===== src/hw/rtl/msdd_pkg.sv =====
// ----------------------------------------------------------------------------
// msdd_pkg: shared types and constants of the MSD / diffusion core
// Sizes, register indexes, request structs and lane/merge control.
// ----------------------------------------------------------------------------
package msdd_pkg;

	localparam int MAX_FRAMES = 64;
	localparam int MAX_ATOMS  = 256;

	localparam int FRAME_AW  = $clog2(MAX_FRAMES);
	localparam int ATOM_AW   = $clog2(MAX_ATOMS);
	localparam int POS_AW    = FRAME_AW + ATOM_AW;
	localparam int POS_DEPTH = MAX_FRAMES * MAX_ATOMS;
	localparam int FC_W      = FRAME_AW + 1;
	localparam int AC_W      = ATOM_AW + 1;
	localparam int CNT_W     = POS_AW;

	localparam int COORD_W = 32;
	localparam int TS_W    = 32;
	localparam int LAG_W   = 6;
	localparam int LT_W    = 38;
	localparam int MSD_W   = 48;
	localparam int ACW_W   = 9;
	localparam int MLAG_W  = ((FC_W > LAG_W) ? FC_W : LAG_W) + 1;

	// squared difference and its accumulation
	localparam int SQ_W   = 2 * COORD_W + 1;
	localparam int SUM3_W = SQ_W + 2;
	localparam int ACC_W  = SQ_W + POS_AW + 2;

	// least-squares fit sums
	localparam int SL_W  = 2 * LAG_W - 1;
	localparam int SL2_W = 3 * LAG_W - 1;
	localparam int SM_W  = MSD_W + LAG_W - 1;
	localparam int PR_W  = MSD_W + LAG_W;
	localparam int SLM_W = MSD_W + 2 * LAG_W - 1;
	localparam int AB_W  = MSD_W + 3 * LAG_W - 2;
	localparam int DEN_W = LAG_W + SL2_W;
	localparam int DTS_W = DEN_W + TS_W;

	// shared divider
	localparam int DVD_W = AB_W + 16;
	localparam int DVS_W = DTS_W + 3;

	// configuration port
	localparam int CFG_AW = 2;
	localparam int CFG_DW = 32;
	localparam logic [CFG_AW-1:0] REG_ATOM_COUNT = 2'd0;
	localparam logic [CFG_AW-1:0] REG_TIME_STEP  = 2'd1;
	localparam logic [CFG_AW-1:0] REG_LAG_LIMIT  = 2'd2;
	localparam logic [ACW_W-1:0]  ATOM_COUNT_RST = 9'd256;
	localparam logic [TS_W-1:0]   TIME_STEP_RST  = 32'd65536;
	localparam logic [LAG_W-1:0]  LAG_LIMIT_RST  = 6'd0;

	typedef struct packed {
		logic signed [COORD_W-1:0] coord_x;
		logic signed [COORD_W-1:0] coord_y;
		logic signed [COORD_W-1:0] coord_z;
		logic                      end_of_trajectory;
	} in_item_t;

	typedef struct packed {
		logic [LAG_W-1:0]        lag_index;
		logic [LT_W-1:0]         lag_time;
		logic [MSD_W-1:0]        msd_value;
		logic signed [MSD_W-1:0] slope_coeff;
		logic                    no_data;
		logic                    last_result;
	} out_item_t;

	typedef struct packed {
		logic clr;
		logic en;
	} merge_ctl_t;

endpackage


===== src/hw/rtl/msdd_merge.sv =====
// ----------------------------------------------------------------------------
// msdd_merge: lane merge
// Adds the three lane squares and accumulates them over one lag.
// ----------------------------------------------------------------------------
module msdd_merge import msdd_pkg::*; (
	input  logic             clk,
	input  merge_ctl_t       ctl,
	input  logic [SQ_W-1:0]  sq_x,
	input  logic [SQ_W-1:0]  sq_y,
	input  logic [SQ_W-1:0]  sq_z,
	output logic [ACC_W-1:0] acc
);

	logic [SUM3_W-1:0] sum_s3;
	logic [ACC_W-1:0]  acc_q;

	always_ff @(posedge clk) begin
		sum_s3 <= SUM3_W'(sq_x) + SUM3_W'(sq_y) + SUM3_W'(sq_z);
		if (ctl.clr) begin
			acc_q <= '0;
		end else if (ctl.en) begin
			acc_q <= acc_q + ACC_W'(sum_s3);
		end
	end

	assign acc = acc_q;

endmodule


===== config.mk =====
export PLATFORM = sky130hd
export DESIGN_NAME = msdd_merge
export DESIGN_NICKNAME = d
export VERILOG_FILES = /design/src/hw/rtl/msdd_pkg.sv /design/src/hw/rtl/msdd_merge.sv
export SDC_FILE = /design/constraint.sdc
export NUM_CORES = 1
export LEC_CHECK = 0
export BUFFER_PORTS_ARGS = -buffer_cell sky130_fd_sc_hd__buf_2
export CORE_ASPECT_RATIO = 1.25
export CORE_MARGIN = 2
export CORE_UTILIZATION = 30
export CTS_BUF_LIST = sky130_fd_sc_hd__clkbuf_8
export DETAILED_ROUTE_END_ITERATION = 10
export SLEW_MARGIN = 20
export SYNTH_ARGS = -nofsm -noshare
export SYNTH_HDL_FRONTEND = slang
export SYNTH_SLANG_ARGS = --single-unit

===== constraint.sdc =====
create_clock -name clk -period 4.7 [get_ports clk]
set_clock_uncertainty 0.2 [all_clocks]
set_input_delay 0.47 -clock clk [delete_from_list [all_inputs] [get_ports clk]]
set_output_delay 0.47 -clock clk [all_outputs]
set_load 0.01 [all_outputs]

Word-level counts from Yosys, hierarchy flattened
Cells that the tools add are included.
Storage, ports and cells
  latch bits: 0
  bits in registers: 148
  memories: 0
  memory bits (writable): 0
  memory bits (read-only): 0
Operators by class
  shift-type cells: 0
  equality and inequality tests: 0
  muxes and demuxes: 0
  divide/modulo/power cells: 0
  reduce and logical (&&, ||, !) cells: 0
  bitwise logic cells: 0
  magnitude comparators: 0
  multipliers: 0
  add/sub/neg operators: 3
Operators with widths (count)
  adder 81 x 67 -> 81 bit: 1
  adder 66 x 65 -> 67 bit: 1
  adder 65 x 65 -> 66 bit: 1

Longest topological paths before layout
  depth after elaboration: 2
  mapped depth: 16

Worst setup path after synthesis
Ideal clock, no wire load.
  path type: in2reg
  start: input sq_x[1]
  end: register sum_s3[57]
  path buffers: 0
  required time: 4409 ps
  setup slack: 855 ps
  arrival time: 3554 ps
  cell stages on the path: 14
  cells stage by stage: fa_1 > ha_1 > inv_1 > fa_1 > nand2b_1 > a21oi_1 > o41ai_2 > or4_1 > a21boi_2 > o21ai_2 > a21oi_2 > a21oi_2 > o211a_1 > a311oi_1
On the way
  word-level cells in the longest chain between the ends: 2
RTL lines
  start: declaration: line msdd_merge.sv:8  | input logic [SQ_W-1:0] sq_x,
  adder 65 x 65 -> 66 bit: line msdd_merge.sv:18  | sum_s3 <= SUM3_W'(sq_x) + SUM3_W'(sq_y) + SUM3_W'(sq_z);
  adder 66 x 65 -> 67 bit: line msdd_merge.sv:18
  end signal: assignment: line msdd_merge.sv:18
  end: declaration: line msdd_merge.sv:14  | logic [SUM3_W-1:0] sum_s3;
No other way between the ends.
A chain may end at the register's enable or synchronous reset.

Worst setup path after layout
  start: input sq_x[1]
  end: register sum_s3[61]
The elaborated chain is that of the path after synthesis.

==> results by group <==
Logic synthesis
  • Syn nets: approximately 2000
  • Post-synth EDFFs: 0
  • Synth Area in Simple Gates: 0.1659
  • Post-Synth Adder-Cell Area: 0.2218
  • Synth warn: 0
  • Register area share after synthesis: 0.2205
  • Largest family of logic cells by synthesized area: compound AO/OA/AOI/OAI gates
  • Avg Inst Size Synth: between 8 and 9 um2
  • XOR/XNOR Fraction of Synth Area: 0.08474
  • Gate Count Post-Synth: 1606
  • Post-synthesis compound-gate area fraction: 0.2477
  • Mapped Area: about 13000 um2
  • Post-synthesis register bit count: 148
  • Synth Flop Type: dfxtp_1
  • Asr flop ratio synth: 0
  • Post-synthesis mux area share: 0.02542
  • Synth cell types: between 80 and 90

Setup path
  • CP arrival: 4.16 ns
  • FF-to-FF path depth: 12
  • Setup crit end kind: flip-flop
  • Worst path cell trace: buf_2 -> fa_1 -> ha_1 -> inv_1 -> fa_1 -> nand2b_1 -> a21oi_1 -> o41ai_2 -> or4_1 -> a21boi_2 -> o21ai_2 -> a21oi_2 -> a21oi_2 -> o211a_1 -> a211oi_1
  • Reg-to-reg setup timing slack: approximately 1.1 ns
  • CP max-delay cell: fa_1
  • Crit Reg-Reg Endpoint: acc[76]
  • CP startpoint kind: input pin
  • Crit path max fanout: 6
  • Slowest stage delay, CP: roughly 0.54 ns
  • Req. time, crit path: 4.87 ns
  • CP Class: input pin to flip-flop
  • Reg2reg start: acc[0]

Route
  • Wire per inst: 16.85 um
  • Via count: around 12000
  • Vias per cell: 5.160
  • Drt total wl: approximately 41000 um
  • DRT antenna net count: 0
  • # DRC: 0
  • DR iter-0 viols: between 500 and 600
  • Drt pass-1 iters: 7

Die
  • Die Y: 240.6 um
  • Die area: around 47000 um2
  • Die width: 193.3 um
  • Rows: between 80 and 90
  • Io pins: 279
  • Initial Util: 0.3046
  • Core Area: between 40000 and 50000 um2

STA
  • Post-route setup slack: slightly above 0.7 ns
  • Fmax: 250.4 MHz
  • RSZ-0062 raised after global routing: false
  • Min Tclk post-route: approximately 4.0 ns
  • Slew @ Worst Pin: 0.8081 ns
  • Slew HR: 0.4602
  • Post-route setup TNS: 0 ns
  • Period utilisation layout: 0.8496
  • Final max-slew violation count: 0
  • Final hold vios: 0
  • Count of final setup violators: 0

CTS
  • Clk pin slew, worst setup/hold paths: ~0.080 ns
  • Post-cts sizing count: 0
  • Post-CTS Hold Fix Bufs: 0
  • TritonCTS Buffers: 17
  • CTS tree: done
  • Root buffer cell: clkbuf_8
  • Postcts setup bufs: 0
  • Num Clock Sinks: 148
  • Htree depth: 4
  • Skew-Pair Late Insertion Delay: approximately 0.47 ns
  • Max Root-Sink Buffers: 2

Power
  • Pwr dens: between 600 and 700 nW/um2
  • Peak supply drop: roughly 0.31 mV
  • Tot Pwr: ~9700 uW
  • Leakage: 0.007170 uW

Hold path
  • Worst hold path class: input pin to flip-flop
  • Hold-critical path depth: 4
  • HP Start: sq_z[0]
  • Hold EP: sum_s3[0]

Placement
  • Final GP Congestion: between 0.8 and 0.9
  • Post-place instance area: around 15000 um2
  • Total placed cells including tap cells: between 2000 and 2500
  • DP HPWL: roughly 34000 um
  • Place WS: 0.2214 ns
  • IO Port Bufs: around 280

Global routing
  • All-Layer GR Usage: 0.1735
  • Largest net degree at the start of global routing: 56
  • First-pass GRT wire length: 65170 um
  • Initial antenna violation count: 0
  • Vias in the first global route: ~13000
  • Grt ovf: 0

Final layout
  • Fin area: 15710 um2
  • Syn-to-layout area delta: 16.88%
  • Fin nets: between 2000 and 2500
  • Final Non-Filler Cells: 2418
  • Ratio of cells with drive above 1 in the final layout: 0.1896
  • # diodes: 0

Outcome
  • Status: complete, no violations

Flow run
  • Max-cap viol count: 0
==> routing by layer <==
metal / vias up / routed length, um / track usage
met2: 298 / 20790 / 0.3251
li1: 6272 / - / -
met5: - / 0 / 0
met3: 43 / 1838 / 0.02781
met4: 0 / 1007 / 0.05297
met1: 5863 / 17110 / 0.2023
==> flip-flops by register name (all words and copies together) (netlist names) <==
| register | count |
|---|---|
| sum_s3 | 67 |
| acc | 81 |
==> power by group <==
group / switching [uW] / internal (uW) / total (uW)
Sequential: 357 / 1780 / 2140
Clock: 521 / 568 / 1090
Combinational: 3890 / 2590 / 6480
==> critical path, delay by kind of cell <==
family	cells	cell delay, ns
AO/OA/AOI/OAI	8	1.64
buffers and inverters	2	0.18
AND/OR/NAND/NOR	2	0.72
adder cells (fa/ha/maj)	3	1.14
==> Yosys cell counts, types with 5 or more instances <==
cell type | instances | area, um2
dfxtp_1 | 148 | 2963
nor2_1 | 143 | 536.8
a21oi_1 | 142 | 710.7
nand2_1 | 136 | 510.5
ha_1 | 131 | 1639
o21ai_0 | 107 | 535.5
xnor2_1 | 74 | 648.1
a21o_1 | 67 | 503.0
fa_1 | 67 | 1341
clkbuf_1 | 57 | 214.0
xor2_1 | 56 | 490.5
inv_1 | 42 | 157.7
nand4_1 | 42 | 262.8
nand3_1 | 36 | 180.2
mux2i_1 | 33 | 330.3
o21bai_1 | 26 | 195.2
nor3_1 | 24 | 120.1
a31oi_1 | 22 | 137.6
and3_1 | 19 | 118.9
a211oi_1 | 17 | 127.6
nand2b_1 | 15 | 93.84
nor2b_1 | 15 | 93.84
o21ai_1 | 13 | 65.06
o21a_1 | 11 | 82.58
buf_2 | 10 | 50.05
or3_1 | 10 | 62.56
o31ai_1 | 7 | 52.55
a21oi_2 | 6 | 52.55
a22o_1 | 6 | 52.55
and2_1 | 6 | 37.54
nor3b_1 | 6 | 45.04
a2111oi_0 | 5 | 43.79
a21boi_0 | 5 | 37.54
buf_1 | 5 | 18.77
o211ai_1 | 5 | 37.54
or2_2 | 5 | 31.28
==> cell type report <==
class,count,area [um2]
fillers,4723,28410
multi-input cells,1342,10020
flip-flops and latches,148,2963
repair buffers,281,1414
well taps,572,715.7
clock buffers,20,275.3
inverters,43,161.4
clock inverters,12,155.1
==> worst max path at each step <==
| stage | startpoint | endpoint | slack (ns) |
|---|---|---|---|
| final | sq_x[1] | sum_s3[61] | 0.71 |
| after global routing | sq_x[1] | sum_s3[61] | 0.47 |
| after CTS | sq_x[1] | sum_s3[61] | 0.70 |
| after detailed placement | sq_x[1] | sum_s3[61] | 0.22 |
| after global placement | sq_x[1] | sum_s3[57] | 0.26 |
| after floorplan | sq_x[1] | sum_s3[57] | 0.85 |
==> through the flow <==
step	utilization	hold WS (ns)
finish	0.3560	0.2008
CTS	0.3560	0.1643
detailed placement	0.3462	0.2655
floorplan	-	0.2855
global placement	0.3462	0.2577
global route	0.3560	0.1944
==> cell usage in the layout (no fill, tap or decap), types with 36 or more instances in the layout <==
cell and instances:
a21o_1 67, a21oi_1 142, buf_2 278, dfxtp_1 148, fa_1 67, ha_1 131, inv_1 44, nand2_1 136
nand3_1 36, nand4_1 42, nor2_1 143, o21ai_0 107, xnor2_1 74, xor2_1 56
==> logic make-up (layout without fill, tap and decap cells) <==
family,Yosys count,in the layout
fa+ha+maj,198,198
mux,34,34
compound gates,505,505
flops,148,148
xor+xnor,130,130
buf+inv,116,356
simple gates,475,475
Power figures use the tool's default switching activity.
