**src/hw/rtl/msdd_pkg.sv**
```systemverilog
// ----------------------------------------------------------------------------
// msdd_pkg: shared types and constants of the MSD / diffusion core
// Sizes, register indexes, request structs and lane/merge control.
// ----------------------------------------------------------------------------
package msdd_pkg;

	localparam int MAX_FRAMES = 64;
	localparam int MAX_ATOMS  = 256;

	localparam int FRAME_AW  = $clog2(MAX_FRAMES);
	localparam int ATOM_AW   = $clog2(MAX_ATOMS);
	localparam int POS_AW    = FRAME_AW + ATOM_AW;
	localparam int POS_DEPTH = MAX_FRAMES * MAX_ATOMS;
	localparam int FC_W      = FRAME_AW + 1;
	localparam int AC_W      = ATOM_AW + 1;
	localparam int CNT_W     = POS_AW;

	localparam int COORD_W = 32;
	localparam int TS_W    = 32;
	localparam int LAG_W   = 6;
	localparam int LT_W    = 38;
	localparam int MSD_W   = 48;
	localparam int ACW_W   = 9;
	localparam int MLAG_W  = ((FC_W > LAG_W) ? FC_W : LAG_W) + 1;

	// squared difference and its accumulation
	localparam int SQ_W   = 2 * COORD_W + 1;
	localparam int SUM3_W = SQ_W + 2;
	localparam int ACC_W  = SQ_W + POS_AW + 2;

	// least-squares fit sums
	localparam int SL_W  = 2 * LAG_W - 1;
	localparam int SL2_W = 3 * LAG_W - 1;
	localparam int SM_W  = MSD_W + LAG_W - 1;
	localparam int PR_W  = MSD_W + LAG_W;
	localparam int SLM_W = MSD_W + 2 * LAG_W - 1;
	localparam int AB_W  = MSD_W + 3 * LAG_W - 2;
	localparam int DEN_W = LAG_W + SL2_W;
	localparam int DTS_W = DEN_W + TS_W;

	// shared divider
	localparam int DVD_W = AB_W + 16;
	localparam int DVS_W = DTS_W + 3;

	// configuration port
	localparam int CFG_AW = 2;
	localparam int CFG_DW = 32;
	localparam logic [CFG_AW-1:0] REG_ATOM_COUNT = 2'd0;
	localparam logic [CFG_AW-1:0] REG_TIME_STEP  = 2'd1;
	localparam logic [CFG_AW-1:0] REG_LAG_LIMIT  = 2'd2;
	localparam logic [ACW_W-1:0]  ATOM_COUNT_RST = 9'd256;
	localparam logic [TS_W-1:0]   TIME_STEP_RST  = 32'd65536;
	localparam logic [LAG_W-1:0]  LAG_LIMIT_RST  = 6'd0;

	typedef struct packed {
		logic signed [COORD_W-1:0] coord_x;
		logic signed [COORD_W-1:0] coord_y;
		logic signed [COORD_W-1:0] coord_z;
		logic                      end_of_trajectory;
	} in_item_t;

	typedef struct packed {
		logic [LAG_W-1:0]        lag_index;
		logic [LT_W-1:0]         lag_time;
		logic [MSD_W-1:0]        msd_value;
		logic signed [MSD_W-1:0] slope_coeff;
		logic                    no_data;
		logic                    last_result;
	} out_item_t;

	typedef struct packed {
		logic clr;
		logic en;
	} merge_ctl_t;

endpackage

```
**src/hw/rtl/msdd_div.sv**
```systemverilog
// ----------------------------------------------------------------------------
// msdd_div: sequential divider
// Restoring unsigned division, one quotient bit per cycle.
// ----------------------------------------------------------------------------
module msdd_div import msdd_pkg::*; (
	input  logic             clk,
	input  logic             arst_n,
	input  logic             start,
	input  logic [DVD_W-1:0] dividend,
	input  logic [DVS_W-1:0] divisor,
	output logic             done,
	output logic [DVD_W-1:0] quotient
);

	localparam int CW = $clog2(DVD_W);

	logic             busy_q;
	logic             done_q;
	logic [CW-1:0]    cnt_q;
	logic [DVS_W-1:0] rem_q;
	logic [DVS_W-1:0] dvs_q;
	logic [DVD_W-1:0] quo_q;
	logic [DVS_W:0]   shifted;
	logic [DVS_W:0]   diffv;
	logic             ge;

	assign shifted = {rem_q, quo_q[DVD_W-1]};
	assign ge      = shifted >= {1'b0, dvs_q};
	assign diffv   = shifted - {1'b0, dvs_q};

	always_ff @(posedge clk or negedge arst_n) begin
		if (!arst_n) begin
			busy_q <= 1'b0;
			done_q <= 1'b0;
			cnt_q  <= '0;
		end else begin
			done_q <= busy_q && !start && (cnt_q == '0);
			if (start) begin
				busy_q <= 1'b1;
				cnt_q  <= CW'(DVD_W - 1);
			end else if (busy_q) begin
				cnt_q <= cnt_q - 1'b1;
				if (cnt_q == '0) begin
					busy_q <= 1'b0;
				end
			end
		end
	end

	always_ff @(posedge clk) begin
		if (start) begin
			rem_q <= '0;
			quo_q <= dividend;
			dvs_q <= divisor;
		end else if (busy_q) begin
			rem_q <= ge ? diffv[DVS_W-1:0] : shifted[DVS_W-1:0];
			quo_q <= {quo_q[DVD_W-2:0], ge};
		end
	end

	assign done     = done_q;
	assign quotient = quo_q;

endmodule

```
**config.mk**
```make
export PLATFORM = sky130hd
export DESIGN_NAME = msdd_div
export DESIGN_NICKNAME = d
export VERILOG_FILES = /design/src/hw/rtl/msdd_pkg.sv /design/src/hw/rtl/msdd_div.sv
export SDC_FILE = /design/constraint.sdc
export NUM_CORES = 1
export LEC_CHECK = 0
export BUFFER_PORTS_ARGS = -buffer_cell sky130_fd_sc_hd__buf_2
export CAP_MARGIN = 20
export CORE_MARGIN = 2
export CORE_UTILIZATION = 43
export CTS_CLUSTER_SIZE = 28
export DETAILED_ROUTE_END_ITERATION = 8
export PLACE_DENSITY = 0.61
export REMOVE_ABC_BUFFERS = 1
export SYNTH_ARGS = -nofsm -noshare
export SYNTH_HDL_FRONTEND = slang
export SYNTH_SLANG_ARGS = --single-unit
```
**constraint.sdc**
```tcl
create_clock -name clk -period 10.48 [get_ports clk]
set_input_delay 1.048 -clock clk [delete_from_list [all_inputs] [get_ports clk]]
set_output_delay 1.048 -clock clk [all_outputs]
set_load 0.01 [all_outputs]
```
[Word-level counts from Yosys, hierarchy flattened]
Index checks and enable logic that the tools add are counted.
Word-level totals
  word-level logic and storage cells: 22
  output and inout bits: 81
  register bits after elaboration: 205
  input port bits: 141
Operators by class
  multiplexer cells: 8
  reduce and logical (&&, ||, !) cells: 5
  order comparisons: 1
  $add $sub $neg: 2
Operators with widths (count)
  2-to-1 mux 80 bit: 2
  greater-or-equal comparator 59 x 58 -> 1 bit: 1
  2-to-1 mux 58 bit: 1
  subtractor 58 bit: 1
  2-to-1 mux 7 bit: 2
  logical NOT 7 bit: 1
  subtractor 7 x 1 -> 7 bit (second input constant): 1
  2-to-1 mux 1 bit: 3
  logical AND 1 bit: 2
  nonzero test 2 bit: 1
  logical NOT 1 bit: 1

[Depth between registers and ports, before layout]
  word-level depth: 4
  mapped depth: 15
  mapped depth without buffers: 14

[Least setup slack after synthesis]
Ideal clock, no wire load.
  kind: input to register
  start: input start
  end: register quo_q[0], in the netlist quotient[0], enable pin
  path slack: 7.016 ns
  path buffers: 1
  stages on the path: 3
  library setup time: 0.434 ns
  required time: 10.046 ns
  arrival: 3.031 ns
  path through: clkbuf_1 nor2_1 inv_1
On the way
  longest elaborated chain between the ends: 1
Ends and longest elaborated chain
  start, declared: line msdd_div.sv:8  | input logic start,
  nonzero test 2 bit (no line)
  end signal, assigned: line msdd_div.sv:53  | quo_q <= dividend;
  end signal, assigned: line msdd_div.sv:57  | quo_q <= {quo_q[DVD_W-2:0], ge};
  end, declared: line msdd_div.sv:22  | logic [DVD_W-1:0] quo_q;
No other way between the ends.
A chain may end at the register's enable or synchronous reset.

[Final worst setup path]
  start: register dvs_q[8]
  end: register rem_q[47]
On the way
  longest elaborated chain between the ends: 2
  elaborated cells between the ends (all ways): 3
  classes of those cells: 1 x add/sub; 1 x order compare; 1 x mux
Ends and longest elaborated chain
  start, declared: line msdd_div.sv:21  | logic [DVS_W-1:0] dvs_q;
  start signal, assigned: line msdd_div.sv:54  | dvs_q <= divisor;
  subtractor 58 bit / greater-or-equal comparator 59 x 58 -> 1 bit (equally long branches): line msdd_div.sv:29, msdd_div.sv:28
  2-to-1 mux 58 bit *: line msdd_div.sv:56  | rem_q <= ge ? diffv[DVS_W-1:0] : shifted[DVS_W-1:0];
  end signal, assigned: line msdd_div.sv:56
  end, declared: line msdd_div.sv:20  | logic [DVS_W-1:0] rem_q;
Every way passes the cells marked *; elsewhere a longest branch is shown, timed or not.

==> summary.txt <==
Job
  – Max Cap Viol: 0

Die
  – Die Wd: between 150 and 200 µm
  – Core Footprint: between 20,000 and 30,000 µm²
  – Die area: roughly 29,000 µm²
  – Initial cell density of the core: 0.439
  – Rows: 60
  – Die height: 170 µm
  – Ports: about 220

GRT
  – Initial antenna violation count: 6
  – Total track usage: 0.203
  – Largest net degree at the start of global routing: 87
  – Vias in the first global route: between 9,000 and 10,000
  – Overflow after GRT: 0
  – First-pass GRT wire length: ~47,000 µm

Logic synthesis
  – Flops & latches, synth: about 200
  – Distinct cells, synth: a little under 80
  – Cells after synthesis: around 1,100
  – Sequential-to-total area share from yosys stat: 0.467
  – Syn_area_per_cell: 10.5 µm²
  – Ys async rst share: 0.0439
  – Post-synth top flop: edfxtp_1
  – Synthesized area: roughly 12,000 µm²
  – YS warnings: 0
  – EDFF count, synth: about 140

Drt
  – Vias per cell: approximately 5.4
  – First-pass iteration count of the detailed router: 5
  – DRT Wirelength: ~30,000 µm
  – DR WL/cell: between 15 and 20 µm
  – Vias post-DR: between 9,000 and 10,000
  – Antenna viol nets, final: 0
  – DRT iter0 DRCs: 458
  – DR DRC count: 0

Power and ir drop
  – Switch Pwr: 1310 µW
  – Clk pwr share: 0.247
  – Combinational power share: 0.428
  – Worst VDD drop: between 100 and 150 µV
  – Pwr per Cell Area: 249 nW/µm²
  – Sequential Power Share: 0.325
  – Leak pwr: slightly above 0.006 µW
  – Sw frac: 0.375
  – Total Power: between 3000 and 4000 µW
  – Int Pwr: ~2200 µW

Clocking
  – Clock Root Buffer: clkbuf_16
  – CTS clock-pin slew for the worst setup and hold paths: approximately 60 ps
  – Clock sink count: between 200 and 250
  – CTS buffer count: 24
  – Clock Latency Late Sink: between 500 and 600 ps
  – Cts repair resizes: 0
  – CTS tree: done
  – Clk buf depth: 3
  – Hold buffer count at cts: 0
  – Setup repair bufs after CTS: 0
  – CTS H-tree depth: 1

Timing
  – Worst slew pin tran: slightly above 1000 ps
  – Slew Viols, Final: 0
  – Hold WS: around 350 ps
  – Slew HR: 0.307
  – Clock skew: between 15 and 20 ps
  – Final worst slack: ~6600 ps
  – Max Clk Rate: about 0.26 GHz
  – Part of the cycle the worst path needs: 0.373
  – Crit path time final: 3910 ps
  – Final Hold Violating Endpoints: 0
  – Final setup viols: 0
  – RSZ-0062 raised after global routing: no
  – Setup_tns: 0 ps

Critical path
  – Crit-path max FO: 53
  – Worst setup EP type: flop
  – Data required, critical path: 10,940 ps
  – Crit path DAT: 4370 ps
  – Critical path class: reg -> reg
  – Setup crit start kind: flop

Placed design
  – DP HPWL: 21,500 µm
  – GPL Wtd Cong: 0.876
  – Placement Setup Slack: between 6000 and 7000 ps
  – Port Buffers: 221

Finish
  – Syn-to-layout area delta: 18.4%
  – Layout cells sized above 1: 0.274
  – Most common cell after layout, fill and taps aside: buf_2
  – Fillers: about 2,500
  – Final nets: 1,531
  – Final core occ: 0.520
  – Commonest cells after routing, fill and taps aside: buf_2 (220), edfxtp_1 (138), nor2_1 (101), mux2_2 (81), nand2_1 (79)

Outcome
  – Status: finished, final reports clean

Hold path
  – Kind of path behind the tightest hold check: in -> async
## final cells by class
class	instances	area, µm²	share of cell area
diodes	2	5.00	0.000357
flip-flops and latches	205	5530	0.395
well taps	341	427	0.0305
repair buffers	227	1160	0.0828
multi-input cells	793	5760	0.412
inverters	78	294	0.0210
clock buffers	30	663	0.0474
clock inverters	14	156	0.0112
## power by group through the flow
stage	Sequential, µW	Combinational [µW]	Clock, µW
6_report	1130	1490	860
5_1_grt	1150	1660	910
4_1_cts	1130	1490	883
3_5_place_dp	1150	1480	0
3_3_place_gp	1140	1470	0
2_1_floorplan	1140	1140	0
## state kept, by name (all words and copies together) (netlist names)
register and count:
dvs_q 58, rem_q 58, done 1, busy_q 1
quotient 80, cnt_q 7
## cell usage after synthesis, types with 4 or more instances
master    instances  area, µm²
ha_1             60        751
a21o_1           30        225
and3_1           11       68.8
inv_1            78        293
mux2_2           81        912
o21ai_0          43        215
nor2_1          101        379
buf_8             4       60.1
nand3_1          22        110
xor2_1           21        184
nand2_1          79        297
a211oi_1         49        368
mux2i_1          47        470
nor4_1            5       31.3
edfxtp_1        138       4140
and2_1            5       31.3
buf_2             5       25.0
o21bai_1          8       60.1
a21oi_1          71        355
a311oi_1          4       35.0
o21a_1            6       45.0
dfrtp_1           9        225
nor2b_1           7       43.8
nor3_1            7       35.0
nand2b_1         14       87.6
nand4_1          12       75.1
a31oi_1           9       56.3
dfxtp_1          58       1160
xnor2_1          34        298
clkbuf_1         38        143
## cells by family after synthesis
group / count (synthesis) / synth area share
XOR/XNOR: 55 / 0.0407
multiplexers: 128 / 0.117
flip-flops: 205 / 0.467
adder cells (fa/ha/maj): 61 / 0.0651
buffers and inverters: 129 / 0.0463
AO/OA/AOI/OAI: 266 / 0.151
AND/OR/NAND/NOR: 283 / 0.112
## critical path, stage by stage (launching register included)
cell      delay (ps)
edfxtp_1         320
inv_1             40
ha_1             400
a21oi_2          100
o21ai_0          280
inv_1            120
and2_4           180
o31ai_4          260
a31oi_4          160
o21a_1           260
o41ai_4          290
buf_4            750
nand2_1          320
o21ai_0          260
## layer usage
metal,vias up,global-route usage,share of wire
li1,4542,-,-
met4,4,0.0628,0.029
met2,265,0.334,0.46
met5,-,0,0.00088
met1,4213,0.259,0.44
met3,49,0.0595,0.076
## final timing paths
path / from / end / slack, ps / cells after the start
setup / recovery: dvs_q[8]$_DFFE_PP_ / rem_q[47]$_SDFFE_PP0P_ / 6570 / 13
hold / removal: arst_n / cnt_q[6]$_DFFE_PN0P_ / 350 / 1
setup reg to reg: dvs_q[8]$_DFFE_PP_ / rem_q[47]$_SDFFE_PP0P_ / 6570 / 13
hold reg to reg: rem_q[21]$_SDFFE_PP0P_ / rem_q[21]$_SDFFE_PP0P_ / 500 / 2
max in group asynchronous: arst_n / busy_q$_DFF_PN0_ / 9920 / 1
min in group clk: rem_q[21]$_SDFFE_PP0P_ / rem_q[21]$_SDFFE_PP0P_ / 500 / 2
## per-stage QoR
step	area (µm²)	cells
detailed placement	13200	1644
global placement	13200	1644
global route	14000	1690
finish	14000	1690
floorplan	11600	1076
CTS	14000	1688
Note: power is estimated with default switching activity, not from simulation.
